<file path="src/rtl/core/dfp_pkg.sv">
// ----------------------------------------------------------------------------
// dfp_pkg
// Shared constants and types for the distance frame parser.
// ----------------------------------------------------------------------------
package dfp_pkg;

	localparam int unsigned BYTE_W = 8;
	localparam int unsigned DIST_W = 16;
	localparam int unsigned TICK_W = 16;
	localparam int unsigned CFG_W  = 16;

	localparam int unsigned CFG_COUNT = 2;
	localparam int unsigned CFG_IDX_W = $clog2(CFG_COUNT);

	localparam logic [CFG_IDX_W-1:0] CFG_MIN_INTERVAL = CFG_IDX_W'(0);
	localparam logic [CFG_IDX_W-1:0] CFG_LOWER_LIMIT  = CFG_IDX_W'(1);

	localparam logic [CFG_W-1:0] MIN_INTERVAL_RST = CFG_W'(100);
	localparam logic [CFG_W-1:0] LOWER_LIMIT_RST  = CFG_W'(30);

	localparam logic [BYTE_W-1:0] HDR_BYTE = 8'hFF;
	localparam logic [TICK_W-1:0] TICK_MAX = '1;

	localparam logic CMD_BYTE = 1'b0;
	localparam logic CMD_TICK = 1'b1;

	localparam logic STATUS_OK    = 1'b0;
	localparam logic STATUS_CKERR = 1'b1;

	localparam logic [1:0] POS_HUNT = 2'd0;
	localparam logic [1:0] POS_HIGH = 2'd1;
	localparam logic [1:0] POS_LOW  = 2'd2;
	localparam logic [1:0] POS_CHK  = 2'd3;

	typedef struct packed {
		logic              fire;
		logic              status;
		logic [DIST_W-1:0] distance_mm;
		logic [DIST_W-1:0] held_distance_mm;
	} result_t;

endpackage

</file>
<file path="src/rtl/core/dfp_if.sv">
// ----------------------------------------------------------------------------
// dfp_in_if / dfp_out_if
// Valid-ready channels for input beats and result beats.
// ----------------------------------------------------------------------------
interface dfp_in_if;
	logic                       valid;
	logic                       ready;
	logic                       cmd;
	logic [dfp_pkg::BYTE_W-1:0] rx_byte;

	modport source (output valid, output cmd, output rx_byte, input ready);
	modport sink (input valid, input cmd, input rx_byte, output ready);
endinterface

interface dfp_out_if;
	logic                       valid;
	logic                       ready;
	logic                       status;
	logic [dfp_pkg::DIST_W-1:0] distance_mm;
	logic [dfp_pkg::DIST_W-1:0] held_distance_mm;

	modport source (output valid, output status, output distance_mm,
		output held_distance_mm, input ready);
	modport sink (input valid, input status, input distance_mm,
		input held_distance_mm, output ready);
endinterface

</file>
<file path="src/rtl/core/dfp_parser.sv">
// ----------------------------------------------------------------------------
// dfp_parser
// Frame state, tick counter and held distance; builds the result of one beat.
// ----------------------------------------------------------------------------
module dfp_parser (
	input  logic                        clk,
	input  logic                        arst_n,
	input  logic                        accept,
	input  logic                        cmd,
	input  logic [dfp_pkg::BYTE_W-1:0]  rx_byte,
	input  logic [dfp_pkg::CFG_W-1:0]   min_interval_ticks,
	input  logic [dfp_pkg::CFG_W-1:0]   floor_mm,
	output dfp_pkg::result_t            result
);

	logic [1:0]                       pos_q;
	logic [dfp_pkg::BYTE_W-1:0]       high_q;
	logic [dfp_pkg::BYTE_W-1:0]       low_q;
	logic [dfp_pkg::TICK_W-1:0]       ticks_q;
	logic [dfp_pkg::DIST_W-1:0]       last_q;

	logic [1:0]                       pos_d;
	logic [dfp_pkg::BYTE_W-1:0]       high_d;
	logic [dfp_pkg::BYTE_W-1:0]       low_d;
	logic [dfp_pkg::TICK_W-1:0]       ticks_d;
	logic [dfp_pkg::DIST_W-1:0]       last_d;
	logic [dfp_pkg::BYTE_W-1:0]       sum;
	logic [dfp_pkg::DIST_W-1:0]       raw_dist;
	logic [dfp_pkg::DIST_W-1:0]       clamped;
	dfp_pkg::result_t                 res;

	assign sum      = dfp_pkg::HDR_BYTE + high_q + low_q;
	assign raw_dist = {high_q, low_q};
	assign clamped  = (raw_dist < floor_mm) ? floor_mm : raw_dist;

	always_comb begin
		pos_d   = pos_q;
		high_d  = high_q;
		low_d   = low_q;
		ticks_d = ticks_q;
		last_d  = last_q;
		res.fire             = 1'b0;
		res.status           = dfp_pkg::STATUS_OK;
		res.distance_mm      = '0;
		res.held_distance_mm = last_q;
		if (cmd == dfp_pkg::CMD_TICK) begin
			if (ticks_q != dfp_pkg::TICK_MAX) begin
				ticks_d = ticks_q + 1'b1;
			end
		end else begin
			case (pos_q)
				dfp_pkg::POS_HUNT: begin
					if (rx_byte == dfp_pkg::HDR_BYTE) begin
						pos_d = dfp_pkg::POS_HIGH;
					end
				end
				dfp_pkg::POS_HIGH: begin
					high_d = rx_byte;
					pos_d  = dfp_pkg::POS_LOW;
				end
				dfp_pkg::POS_LOW: begin
					low_d = rx_byte;
					pos_d = dfp_pkg::POS_CHK;
				end
				default: begin
					pos_d = dfp_pkg::POS_HUNT;
					if (ticks_q >= min_interval_ticks) begin
						ticks_d  = '0;
						res.fire = 1'b1;
						if (sum != rx_byte) begin
							res.status = dfp_pkg::STATUS_CKERR;
						end else begin
							res.distance_mm      = clamped;
							res.held_distance_mm = clamped;
							last_d               = clamped;
						end
					end
				end
			endcase
		end
	end

	assign result = res;

	always_ff @(posedge clk or negedge arst_n) begin
		if (!arst_n) begin
			pos_q   <= dfp_pkg::POS_HUNT;
			high_q  <= '0;
			low_q   <= '0;
			ticks_q <= dfp_pkg::TICK_MAX;
			last_q  <= '0;
		end else if (accept) begin
			pos_q   <= pos_d;
			high_q  <= high_d;
			low_q   <= low_d;
			ticks_q <= ticks_d;
			last_q  <= last_d;
		end
	end

endmodule

</file>
<file path="src/rtl/core/distance_frame_parser.sv">
// ----------------------------------------------------------------------------
// distance_frame_parser
// Parses header/distance/checksum frames from a byte and tick stream.
// ----------------------------------------------------------------------------
//   Channel    Direction  Carries
//   in_chan    sink       cmd, rx_byte (byte or millisecond tick)
//   out_chan   source     status, distance_mm, held_distance_mm
//   cfg_*      write      min_interval_ticks (0), distance floor (1)
//
// One beat per cycle while ready; a result shows the cycle after its checksum.
// The result register frees in the same cycle it is taken, so input is
// stalled only while a result waits and out_chan.ready is low.
// Reset clears the frame position and held distance, saturates the tick
// counter and loads the configuration defaults.
// ----------------------------------------------------------------------------
module distance_frame_parser (
	input  logic                            clk,
	input  logic                            arst_n,
	dfp_in_if.sink                          in_chan,
	dfp_out_if.source                       out_chan,
	input  logic                            cfg_we,
	input  logic [dfp_pkg::CFG_IDX_W-1:0]   cfg_index,
	input  logic [dfp_pkg::CFG_W-1:0]       cfg_wdata
);

	logic [dfp_pkg::CFG_W-1:0]  min_interval_q;
	logic [dfp_pkg::CFG_W-1:0]  lower_limit_q;
	logic                       out_valid_q;
	logic                       status_q;
	logic [dfp_pkg::DIST_W-1:0] dist_q;
	logic [dfp_pkg::DIST_W-1:0] held_q;
	logic                       accept;
	dfp_pkg::result_t           result;

	assign in_chan.ready = !out_valid_q || out_chan.ready;
	assign accept        = in_chan.valid && in_chan.ready;

	always_ff @(posedge clk or negedge arst_n) begin
		if (!arst_n) begin
			min_interval_q <= dfp_pkg::MIN_INTERVAL_RST;
			lower_limit_q  <= dfp_pkg::LOWER_LIMIT_RST;
		end else if (cfg_we) begin
			case (cfg_index)
				dfp_pkg::CFG_MIN_INTERVAL: min_interval_q <= cfg_wdata;
				dfp_pkg::CFG_LOWER_LIMIT:  lower_limit_q  <= cfg_wdata;
				default: begin
				end
			endcase
		end
	end

	dfp_parser u_parser (
		.clk                (clk),
		.arst_n             (arst_n),
		.accept             (accept),
		.cmd                (in_chan.cmd),
		.rx_byte            (in_chan.rx_byte),
		.min_interval_ticks (min_interval_q),
		.floor_mm           (lower_limit_q),
		.result             (result)
	);

	always_ff @(posedge clk or negedge arst_n) begin
		if (!arst_n) begin
			out_valid_q <= 1'b0;
		end else if (accept && result.fire) begin
			out_valid_q <= 1'b1;
		end else if (out_chan.ready) begin
			out_valid_q <= 1'b0;
		end
	end

	always_ff @(posedge clk) begin
		if (accept && result.fire) begin
			status_q <= result.status;
			dist_q   <= result.distance_mm;
			held_q   <= result.held_distance_mm;
		end
	end

	assign out_chan.valid            = out_valid_q;
	assign out_chan.status           = status_q;
	assign out_chan.distance_mm      = dist_q;
	assign out_chan.held_distance_mm = held_q;

endmodule
</file>
<file path="src/flat_wrapper.sv">
// flat-port wrapper written by rule: the top's interface ports become plain ports
module distance_frame_parser_flat 
  (clk, arst_n, cfg_we, cfg_index, cfg_wdata, in_chan_valid, in_chan_cmd, in_chan_rx_byte, in_chan_ready, out_chan_valid, out_chan_status, out_chan_distance_mm, out_chan_held_distance_mm, out_chan_ready);
  dfp_in_if in_chan_i ();
  dfp_out_if out_chan_i ();
  input  logic clk;
  input  logic arst_n;
  input  logic cfg_we;
  input  logic [dfp_pkg::CFG_IDX_W-1:0] cfg_index;
  input  logic [dfp_pkg::CFG_W-1:0] cfg_wdata;
  input wire logic [$bits(in_chan_i.valid)-1:0] in_chan_valid;
  input wire logic [$bits(in_chan_i.cmd)-1:0] in_chan_cmd;
  input wire logic [$bits(in_chan_i.rx_byte)-1:0] in_chan_rx_byte;
  output wire logic [$bits(in_chan_i.ready)-1:0] in_chan_ready;
  output wire logic [$bits(out_chan_i.valid)-1:0] out_chan_valid;
  output wire logic [$bits(out_chan_i.status)-1:0] out_chan_status;
  output wire logic [$bits(out_chan_i.distance_mm)-1:0] out_chan_distance_mm;
  output wire logic [$bits(out_chan_i.held_distance_mm)-1:0] out_chan_held_distance_mm;
  input wire logic [$bits(out_chan_i.ready)-1:0] out_chan_ready;
  assign in_chan_i.valid = in_chan_valid;
  assign in_chan_i.cmd = in_chan_cmd;
  assign in_chan_i.rx_byte = in_chan_rx_byte;
  assign in_chan_ready = in_chan_i.ready;
  assign out_chan_valid = out_chan_i.valid;
  assign out_chan_status = out_chan_i.status;
  assign out_chan_distance_mm = out_chan_i.distance_mm;
  assign out_chan_held_distance_mm = out_chan_i.held_distance_mm;
  assign out_chan_i.ready = out_chan_ready;
  distance_frame_parser u_core (.clk(clk), .arst_n(arst_n), .in_chan(in_chan_i), .out_chan(out_chan_i), .cfg_we(cfg_we), .cfg_index(cfg_index), .cfg_wdata(cfg_wdata));
endmodule
</file>
<file path="config.mk">
export PLATFORM = sky130hd
export DESIGN_NAME = distance_frame_parser_flat
export DESIGN_NICKNAME = d
export VERILOG_FILES = /design/src/rtl/core/dfp_pkg.sv /design/src/rtl/core/dfp_if.sv /design/src/rtl/core/dfp_parser.sv /design/src/rtl/core/distance_frame_parser.sv /design/src/flat_wrapper.sv
export SDC_FILE = /design/constraint.sdc
export NUM_CORES = 1
export LEC_CHECK = 0
export BUFFER_PORTS_ARGS = -buffer_cell sky130_fd_sc_hd__buf_2
export CORE_MARGIN = 2
export CORE_UTILIZATION = 59
export CTS_CLUSTER_DIAMETER = 60
export DETAILED_ROUTE_END_ITERATION = 12
export GPL_ROUTABILITY_DRIVEN = 0
export HOLD_SLACK_MARGIN = 0.15
export MAX_ROUTING_LAYER = met4
export PLACE_DENSITY = 0.8
export SLEW_MARGIN = 20
export SYNTH_ARGS = -nofsm -noshare
export SYNTH_HDL_FRONTEND = slang
export SYNTH_SLANG_ARGS = --single-unit
</file>
<file path="constraint.sdc">
create_clock -name clk -period 4.9 [get_ports clk]
set_clock_uncertainty 0.1 [all_clocks]
set_input_delay 0.245 -clock clk [delete_from_list [all_inputs] [get_ports clk]]
set_output_delay 0.245 -clock clk [all_outputs]
set_load 0.05 [all_outputs]
</file>
==> results.md, run 1 <==
- Synthesis-stage register bit count: 116
- Avg Cell Area, Syn: 11.77 um^2
- Period utilisation layout: 0.7165
- Synth cell types: 50
- HPWL after detailed placement: 9.457 mm
- Setup_tns: 0 ns
- R2R setup slack: 1.39 ns
- Proportion of layout cells with a drive suffix above 1: 0.2956
- Cell Rows: 37
- FF-to-FF End: u_core.out_chan.held_distance_mm[6]$_DFFE_PP_
- Longest Clk Path Bufs: 2
- Max-slew violations: 0
- RSZ-0062 raised after global routing: false
- EDFF count, synth: 33
- # setup viols final: 0
- All-Layer GR Usage: 0.2743
- Worst rel slew slack: 0.3400
- Ports: 66
- CP endpoint kind: flip-flop
- Sw power: 1.381 mW
- Syn_nets: 614
- Hold WC Path Type: in -> reg
- Initial antenna violation count: 0
- # port buffers: 65
- Clk slew on worst S/H paths: 0.05 ns
- Largest net degree at the start of global routing: 84
- Drt first pass iters: 5
- Placed Area: 6738 um^2
- Syn. warnings: 0
- Worst reg2reg startpoint: u_core.u_parser.low_q[1]$_DFFE_PN0P_
- CP Data Required Time: 5.07 ns
- Gr ovfl total: 0
- Initial Util: 0.6077
- Lkg Pwr: 3.566 nW
- Area occupied by multi-input gates: 2882 um^2
- Register area: 3097 um^2
- Max IR drop VDD: 0.3882 mV
- Pwr dens: 524.0 nW/um^2
- Worst Setup SP: u_core.u_parser.low_q[1]$_DFFE_PN0P_
- Sw frac: 0.3398
- Core box area: 10320 um^2
- Via density: 5.562
- Peak Freq: 0.2848 GHz
- Remaining DRCs: 0
- Worst EP arrival: 3.68 ns
- Die width: 107.1 um
- Ys flop type: dfrtp_1
- WL/cell: 17.64 um
- Layout Nets: 731
- Root Buffer Master: clkbuf_8
- Fin area: 7757 um^2
- WL final: 14.10 mm
- Outcome: finished clean
- Fin cells: 799
- CP Launch Type: flip-flop
- Actual slew at the worst max-slew pin: 0.9876 ns
- Die height: 107.1 um
- Clk pwr share: 0.311
- Critical Path End: u_core.out_chan.held_distance_mm[6]$_DFFE_PP_
- Skew-Pair Late Insertion Delay: 0.53 ns
- DRT antenna net count: 0
- Critical path type: reg -> reg
- CTS buffer count: 17
- Number of global-route vias before repair: 4749
- Synth Instances: 533
- Area Overhead vs Synth: 23.65%
- Tmin final: 3.511 ns
- First-pass GRT wire length: 23.06 mm
- Top post-synthesis cells by count: mux2_2, inv_1, dfrtp_1
- Synthesized area: 6274 um^2
- Most common cell in the synthesized netlist: mux2_2
- Dpl cells: 726
- Post-synthesis sequential area ratio: 0.4936
- Pint: 2.684 mW
- Async SR Flop Fraction: 0.7155
- Reg2reg path depth: 12
- Flop pwr share: 0.306
- Top-area cell type share of the netlist area: 0.2393
- Number of max-cap violations: 0
- CTS tree: done
- DRT iter0 DRCs: 181
- Full die area: 11470 um^2
- Logic gate share of total power: 0.383
- Final hold violations: 0
- Layout fillers: 651
- # clock sinks: 116
- Critical-path maximum fanout: 16
- H-Tree Depth: 4
- Antenna Cells: 0
- Via count: 4444
- Post-CTS sizing: 0
- Top post-synthesis cells by area: dfrtp_1, edfxtp_1, mux2_2, ha_1, dfstp_2
- Synth area leader: dfrtp_1
cell usage in the layout, fill, tap and decap left out, types with 14 or more instances in the layout:
master / n
a21oi_1: 15
buf_2: 64
clkbuf_16: 16
dfrtp_1: 60
dfstp_2: 23
dlygate4sd3_1: 41
edfxtp_1: 33
ha_1: 49
inv_1: 63
mux2_2: 66
nand2_1: 35
nor2_1: 29
nor3b_1: 15
o21ai_0: 27
xor2_1: 14
cell families (layout without fill, tap and decap cells):
group,after synthesis,count (layout),share of synthesized area
compound gates,60,60,0.06522
xor+xnor,26,26,0.03849
fa+ha+maj,50,50,0.1009
buf+inv,75,205,0.04946
flops,116,116,0.4936
mux,82,82,0.1446
simple gates,124,124,0.1077
worst max-delay path, cell delays in order (launching register included):
cell	delay, ns
dfrtp_1	0.37
inv_1	0.07
ha_1	0.27
inv_1	0.04
ha_1	0.22
fa_1	0.42
xnor3_1	0.29
nand4_1	0.13
nor3b_2	0.23
nand4b_2	0.21
nor4_4	0.24
buf_4	0.29
mux2_2	0.37
through the flow:
| stage | setup WS, ns | utilization | total power [mW] | hold slack [ns] |
|---|---|---|---|---|
| floorplan | 1.442 | - | 2.425 | -0.1506 |
| global placement | 1.532 | 0.6526 | 2.696 | 0.3681 |
| detailed placement | 1.422 | 0.6526 | 2.747 | 0.3856 |
| CTS | 1.389 | 0.7506 | 4.061 | 0.2459 |
| global route | 1.276 | 0.7514 | 4.306 | 0.1820 |
| finish | 1.389 | 0.7514 | 4.065 | 0.1619 |
state kept, by name (all words and copies together), names as in the netlist:
signal and count:
u_core.u_parser.ticks_q 16, u_core.u_parser.low_q 8, u_core.min_interval_q 16, u_core.out_chan.status 1, u_core.out_chan.distance_mm 16, u_core.lower_limit_q 16
u_core.u_parser.pos_q 2, u_core.u_parser.last_q 16, u_core.u_parser.high_q 8, u_core.out_chan.held_distance_mm 16, u_core.out_chan.valid 1
per-layer routing:
metal,global-route usage,share of wire,routed length [um],vias to the layer above
met4,0.1058,0.031,439,0
met3,0.06991,0.041,574,41
met1,0.3038,0.40,5699,2190
met2,0.4756,0.52,7382,106
met5,-,0,0,-
li1,-,-,-,2107
final cells by class:
type / instances / area share
Clock buffer: 22 / 0.05710
Clock inverter: 10 / 0.02032
Inverter: 63 / 0.03048
Multi-Input combinational cell: 342 / 0.3715
Sequential cell: 116 / 0.3992
Tap cell: 136 / 0.02194
Timing Repair Buffer: 110 / 0.09952
how the worst min path moves through the flow:
stage,start,endpoint,slack (ns),depth (start not counted)
2_1_floorplan,arst_n,u_core.lower_limit_q[0]$_DFFE_PN0P_,-0.15,0
3_3_place_gp,u_core.u_parser.last_q[5]$_DFFE_PN0P_,u_core.u_parser.last_q[5]$_DFFE_PN0P_,0.37,1
3_5_place_dp,cfg_wdata[1],u_core.min_interval_q[1]$_DFFE_PN0P_,0.39,3
4_1_cts,cfg_we,u_core.min_interval_q[2]$_DFFE_PN1P_,0.25,4
5_1_grt,cfg_we,u_core.min_interval_q[11]$_DFFE_PN0P_,0.18,3
6_report,cfg_we,u_core.min_interval_q[3]$_DFFE_PN0P_,0.16,4
power groups by stage:
stage / combinational, mW / clock (mW) / sequential, mW
final: 1.56 / 1.26 / 1.24
after floorplan: 1.21 / 0 / 1.22
after detailed placement: 1.49 / 0 / 1.25
after CTS: 1.55 / 1.27 / 1.24
after global routing: 1.73 / 1.32 / 1.26
after global placement: 1.45 / 0 / 1.24
timing repair:
action | in CTS | in global routing
buffers inserted | 0 | 0
endpoints found under the hold margin | 113 | 0
hold buffers | 41 | 0
endpoints found under the setup margin | 0 | 0
Power figures use the tool's default switching activity.
==> run 2: changes to the inputs <==
clock period = 3.44 ns   (was 4.9 ns; I/O delays follow)
==> results.md, run 2 (synthesized netlist as in run 1, its figures left out) <==
- Outcome: finished clean
- Worst reg2reg startpoint: u_core.u_parser.low_q[1]$_DFFE_PN0P_
- Worst Setup SP: u_core.u_parser.low_q[1]$_DFFE_PN0P_
- Clk slew on worst S/H paths: 0.06 ns (about the same)
- Antenna Cells: 0 (unchanged)
- Core box area: 10320 um^2 (unchanged)
- WL final: 15.02 mm (+6.6%)
- Cell Rows: 37 (unchanged)
- Max-slew violations: 0 (unchanged)
- WL/cell: 18.32 um (+3.9%)
- Critical Path Stages: 13 (+1)
- Number of global-route vias before repair: 4965 (+4.5%)
- Final setup margin: 0.1013 ns (-1.288 ns)
- Drt first pass iters: 5 (unchanged)
- Die width: 107.1 um (unchanged)
- First-pass GRT wire length: 24.19 mm (+4.9%)
- Final core utilization: 0.7707 (+0.01927)
- CP bufs+invs: 4 (+1)
- Pre-CTS setup slack: -0.008248 ns (-1.430 ns)
- Layout Nets: 752 (+2.9%)
- Worst rel slew slack: 0.5002 (+0.1602)
- Remaining DRCs: 0 (unchanged)
- H-Tree Depth: 4 (unchanged)
- Crit path max-delay cell type: fa_2
- Ports: 66 (unchanged)
- CP endpoint kind: flip-flop
- CTS buffer count: 17 (unchanged)
- Reg2reg path depth: 13 (+1)
- Via count: 4645 (+4.5%)
- Most frequent cells in the layout: mux2_2, buf_2, inv_1
- Root Buffer Master: clkbuf_8
- Die height: 107.1 um (unchanged)
- Period utilisation layout: 0.9706 (+0.2540)
- Proportion of layout cells with a drive suffix above 1: 0.3114 (+0.01578)
- Layout fillers: 632 (-2.9%)
- Worst path most repeated cell: ha_4
- CP Launch Type: flip-flop
- Critical path type: reg -> reg
- Tmin final: 3.339 ns (-0.1722 ns)
- HPWL after detailed placement: 9.529 mm (+0.76%)
- Pwr dens: 722.9 nW/um^2 (+38%)
- Critical Path Max Stage Delay: 0.54 ns (+0.12 ns)
- Largest net degree at the start of global routing: 84 (unchanged)
- DRT iter0 DRCs: 189 (+4.4%)
- WHS: 0.1774 ns (+0.01548 ns)
- # port buffers: 65 (unchanged)
- Area Overhead vs Synth: 26.82%
- Placed Area: 6805 um^2 (+1.0%)
- Fin cells: 820 (+2.6%)
- Worst EP arrival: 3.51 ns (-0.17 ns)
- All-Layer GR Usage: 0.2842 (+0.009837)
- Most common cell after layout, fill and taps aside: mux2_2
- Longest Clk Path Bufs: 2 (unchanged)
- Full die area: 11470 um^2 (unchanged)
- Number of max-cap violations: 0 (unchanged)
- Crit path cell chain: inv_2 -> ha_4 -> inv_1 -> ha_4 -> fa_2 -> xnor2_1 -> nand4_1 -> nor3b_2 -> nand4b_4 -> nor4_4 -> buf_4 -> clkbuf_16 -> mux2_2
- Lkg Pwr: 3.611 nW (+1.3%)
- Hold WC Path Type: in -> async
- Dpl cells: 730 (+0.55%)
- Via density: 5.665 (+1.8%)
- # setup viols final: 0 (unchanged)
- Family with the most delay on the worst path: adder cells
- # clock sinks: 116 (unchanged)
- Fin area: 7956 um^2 (+2.6%)
- Gr ovfl total: 0 (unchanged)
- R2R setup slack: 0.10 ns (-1.29 ns)
- Max IR drop VDD: 0.4259 mV (+9.7%)
- FF-to-FF End: u_core.out_chan.held_distance_mm[14]$_DFFE_PP_
- DRT antenna net count: 0 (unchanged)
- Skew-Pair Late Insertion Delay: 0.51 ns (-0.02 ns)
- Peak Freq: 0.2995 GHz (+5.2%)
- CP Data Required Time: 3.61 ns (-1.46 ns)
- Critical-path maximum fanout: 8 (-8)
- Critical Path End: u_core.out_chan.held_distance_mm[14]$_DFFE_PP_
- CTS tree: done
- Actual slew at the worst max-slew pin: 0.7497 ns (-0.2379 ns)
- Final hold violations: 0 (unchanged)
- Initial antenna violation count: 0 (unchanged)
- Initial Util: 0.6077 (unchanged)
run 2: cell count changes in the layout (fill, tap and decap cells not counted), moves of 3 or more:
| cell | previous run | this run |
|---|---|---|
| buf_4 | 4 | 7 |
| inv_6 | 0 | 3 |
| buf_12 | 0 | 3 |
| clkbuf_1 | 4 | 0 |
| dlygate4sd3_1 | 41 | 55 |
| bufinv_16 | 4 | 0 |
run 2: area by class of cell:
class,instances,area [um^2],area share
clock inverter,15,106.4,0.01337
tap,136,170.2,0.02139
timing repair buffer,131,1020,0.1282
clock buffer,17,414.1,0.05205
inverter,63,236.5,0.02972
sequential,116,3097,0.3892
multi-input combinational,342,2913,0.3661
run 2: per-stage QoR:
step / total power, mW / setup TNS [ns]
after floorplan: 3.455 / 0
after global placement: 3.859 / 0
after detailed placement: 3.946 / -0.01289
after CTS: 5.631 / 0
after global routing: 6.066 / -0.03639
final: 5.752 / 0
run 2: worst min-delay path by stage:
stage	start	endpoint	slack, ns	cells past startpoint
after floorplan	arst_n	u_core.lower_limit_q[0]$_DFFE_PN0P_	-0.22	0
after global placement	cfg_wdata[1]	u_core.min_interval_q[1]$_DFFE_PN0P_	0.30	3
after detailed placement	cfg_wdata[1]	u_core.min_interval_q[1]$_DFFE_PN0P_	0.31	3
after CTS	cfg_we	u_core.min_interval_q[15]$_DFFE_PN0P_	0.21	4
after global routing	arst_n	u_core.out_chan.valid$_DFFE_PN0P_	0.26	2
final	arst_n	u_core.min_interval_q[12]$_DFFE_PN0P_	0.18	2
run 2: layer usage:
metal	wire length, um	GRT usage
met2	7947	0.4977
met5	0	-
met3	624	0.05167
met4	489	0.1271
met1	5962	0.3162
run 2: repair_timing:
| action | in CTS | in global routing |
|---|---|---|
| setup buffers | 0 | 2 |
| pin swaps | 1 | 7 |
| endpoints found under the hold margin | 114 | 0 |
| gates resized for setup | 0 | 8 |
| endpoints found under the setup margin | 16 | 49 |
| hold buffers | 55 | 0 |
| gates cloned | 0 | 1 |
run 2: worst reg2reg max path, cell delays in order, from the launching register on:
cell and delay [ns]:
dfrtp_1 0.40, inv_2 0.07, ha_4 0.26, inv_1 0.05
ha_4 0.16, fa_2 0.54, xnor2_1 0.11, nand4_1 0.11
nor3b_2 0.23, nand4b_4 0.15, nor4_4 0.22, buf_4 0.18
clkbuf_16 0.16, mux2_2 0.34
run 2: where the power goes:
group	internal, mW	total, mW	switching, mW
Sequential	1.61	1.79	0.174
Combinational	1.10	2.42	1.32
Clock	0.883	1.54	0.661
==> run 3: changes to the inputs <==
--- a/config.mk
+++ b/config.mk
@@ -7,5 +7,4 @@
 export LEC_CHECK = 0
 export BUFFER_PORTS_ARGS = -buffer_cell sky130_fd_sc_hd__buf_2
-export CORE_MARGIN = 2
 export CORE_UTILIZATION = 59
 export CTS_CLUSTER_DIAMETER = 60
--- a/constraint.sdc
+++ b/constraint.sdc
@@ -3,3 +3,3 @@
 set_input_delay 0.172 -clock clk [delete_from_list [all_inputs] [get_ports clk]]
 set_output_delay 0.172 -clock clk [all_outputs]
-set_load 0.05 [all_outputs]
+set_load 0.1 [all_outputs]
==> results.md, run 3 (synthesized netlist as in run 1, its figures left out) <==
- DRT antenna net count: 0 (unchanged)
- WL final: 15.38 mm (+2.3%)
- Gr ovfl total: 0 (unchanged)
- Number of max-cap violations: 0 (unchanged)
- Core box area: 10320 um^2 (unchanged)
- Sw power: 2.161 mW (about the same)
- Fin cells: 825 (+0.61%)
- CTS buffer count: 17 (unchanged)
- Placed Area: 6815 um^2 (+0.15%)
- CP Data Required Time: 3.61 ns (about the same)
- Skew-Pair Late Insertion Delay: 0.52 ns (about the same)
- Via count: 4632 (-0.28%)
- Worst path most repeated cell: ha_4
- Dpl cells: 731 (+0.14%)
- Critical-path maximum fanout: 8 (unchanged)
- Pwr dens: 731.4 nW/um^2 (+1.2%)
- Full die area: 11050 um^2 (-3.7%)
- Peak Freq: 0.2920 GHz (-2.5%)
- Antenna Cells: 0 (unchanged)
- Most common cell after layout, fill and taps aside: mux2_2
- Largest net degree at the start of global routing: 84 (unchanged)
- Initial antenna violation count: 0 (unchanged)
- Family with the most delay on the worst path: adder cells
- First-pass GRT wire length: 24.32 mm (+0.54%)
- Max IR drop VDD: 0.4935 mV (+16%)
- Drt first pass iters: 5 (unchanged)
- Root Buffer Master: clkbuf_8
- WHS: 0.1481 ns (-0.02928 ns)
- Die height: 105.1 um (-1.9%)
- Fin area: 8029 um^2 (+0.91%)
- All-Layer GR Usage: 0.3017 (+0.01754)
- Period utilisation layout: 0.9956 (+0.02507)
- Logic gate share of total power: 0.422 (about the same)
- Total power: 5.873 mW (+2.1%)
- Lkg Pwr: 3.642 nW (+0.87%)
- Die width: 105.1 um (-1.9%)
- Worst reg2reg startpoint: u_core.u_parser.low_q[1]$_DFFE_PN0P_
- Worst rel slew slack: 0.4865 (-0.01373)
- Sw frac: 0.3680 (-0.007370)
- Worst Setup SP: u_core.u_parser.low_q[1]$_DFFE_PN0P_
- Crit path max-delay cell type: fa_2
- # port buffers: 65 (unchanged)
- Max-slew violations: 0 (unchanged)
- Crit path cell chain: inv_1 -> ha_4 -> inv_2 -> ha_4 -> fa_2 -> xnor2_2 -> nand4_1 -> nor3b_2 -> nand4b_4 -> nor4_4 -> buf_4 -> clkbuf_16 -> mux2_2
- Worst EP arrival: 3.59 ns (+0.08 ns)
- H-Tree Depth: 4 (unchanged)
- CP endpoint kind: flip-flop
- CTS tree: done
- Initial Util: 0.6077 (unchanged)
- Outcome: finished clean
- Flop pwr share: 0.303 (-0.008)
- Remaining DRCs: 0 (unchanged)
- # clock sinks: 116 (unchanged)
- Final setup margin: 0.01502 ns (-0.08625 ns)
- Clk pwr share: 0.275 (+0.007)
- Layout fillers: 611 (-3.3%)
- Critical Path End: u_core.out_chan.held_distance_mm[5]$_DFFE_PP_
- Cell Rows: 37 (unchanged)
- Proportion of layout cells with a drive suffix above 1: 0.3135 (+0.002094)
- Pre-CTS setup slack: 0.007732 ns (+0.01598 ns)
- Final hold violations: 0 (unchanged)
- Most frequent cells in the layout: mux2_2, buf_2, inv_1
- HPWL after detailed placement: 9.508 mm (-0.22%)
- R2R setup slack: 0.02 ns (-0.09 ns)
- Layout Nets: 757 (+0.66%)
- Number of global-route vias before repair: 4884 (-1.6%)
- CP bufs+invs: 4 (unchanged)
- Clk slew on worst S/H paths: 0.06 ns (about the same)
- FF-to-FF End: u_core.out_chan.held_distance_mm[5]$_DFFE_PP_
- Critical Path Max Stage Delay: 0.56 ns (+0.02 ns)
- Reg2reg path depth: 13 (unchanged)
- Longest Clk Path Bufs: 2 (unchanged)
- WL/cell: 18.64 um (+1.7%)
- Ports: 66 (unchanged)
- Final core utilization: 0.7777 (+0.007030)
- Pint: 3.711 mW (+3.3%)
- Actual slew at the worst max-slew pin: 0.7703 ns (+0.02060 ns)
- Hold WC Path Type: in -> async
- Setup_tns: 0 ns (unchanged)
- Critical path type: reg -> reg
- CP Launch Type: flip-flop
- Area Overhead vs Synth: 27.98%
- # setup viols final: 0 (unchanged)
- Critical Path Stages: 13 (unchanged)
- DRT iter0 DRCs: 207 (+9.5%)
- Via density: 5.615 (-0.88%)
- Tmin final: 3.425 ns (+0.08625 ns)
run 3: final cells by class:
class                   instances  area, um^2  area share
flip-flops and latches        116        3097      0.3857
multi-input cells             342        2928      0.3647
repair buffers                136        1065      0.1326
clock buffers                  18       417.9     0.05205
inverters                      63       236.5     0.02945
well taps                     136       170.2     0.02119
clock inverters                14       115.1     0.01434
run 3: worst min-delay path by stage:
| stage | from | to | cells past startpoint |
|---|---|---|---|
| global placement | arst_n | u_core.u_parser.last_q[5]$_DFFE_PN0P_ | 1 |
| detailed placement | cfg_wdata[4] | u_core.min_interval_q[4]$_DFFE_PN0P_ | 3 |
| global route | cfg_index | u_core.min_interval_q[0]$_DFFE_PN0P_ | 4 |
| floorplan | arst_n | u_core.lower_limit_q[0]$_DFFE_PN0P_ | 0 |
| CTS | cfg_index | u_core.min_interval_q[0]$_DFFE_PN0P_ | 4 |
| finish | arst_n | u_core.u_parser.low_q[5]$_DFFE_PN0P_ | 2 |
run 3: what timing repair did:
action	4_1_cts	5_1_grt
cloned	0	1
pin swaps	1	6
endpoints found under the setup margin	16	20
resized for setup	0	9
setup buffers	0	3
hold buffers	58	0
endpoints found under the hold margin	114	0
run 3: power by group through the flow:
stage	clock network [mW]	registers, mW	logic, mW
finish	1.61	1.78	2.48
global route	1.67	1.80	2.70
CTS	1.61	1.77	2.30
detailed placement	0	1.79	2.16
global placement	0	1.78	2.10
floorplan	0	1.74	1.72
run 3: routing by layer:
layer / global-route usage / share of wire
met4: 0.1378 / 0.034
met5: - / 0
met3: 0.04304 / 0.043
met2: 0.5312 / 0.54
met1: 0.3401 / 0.39
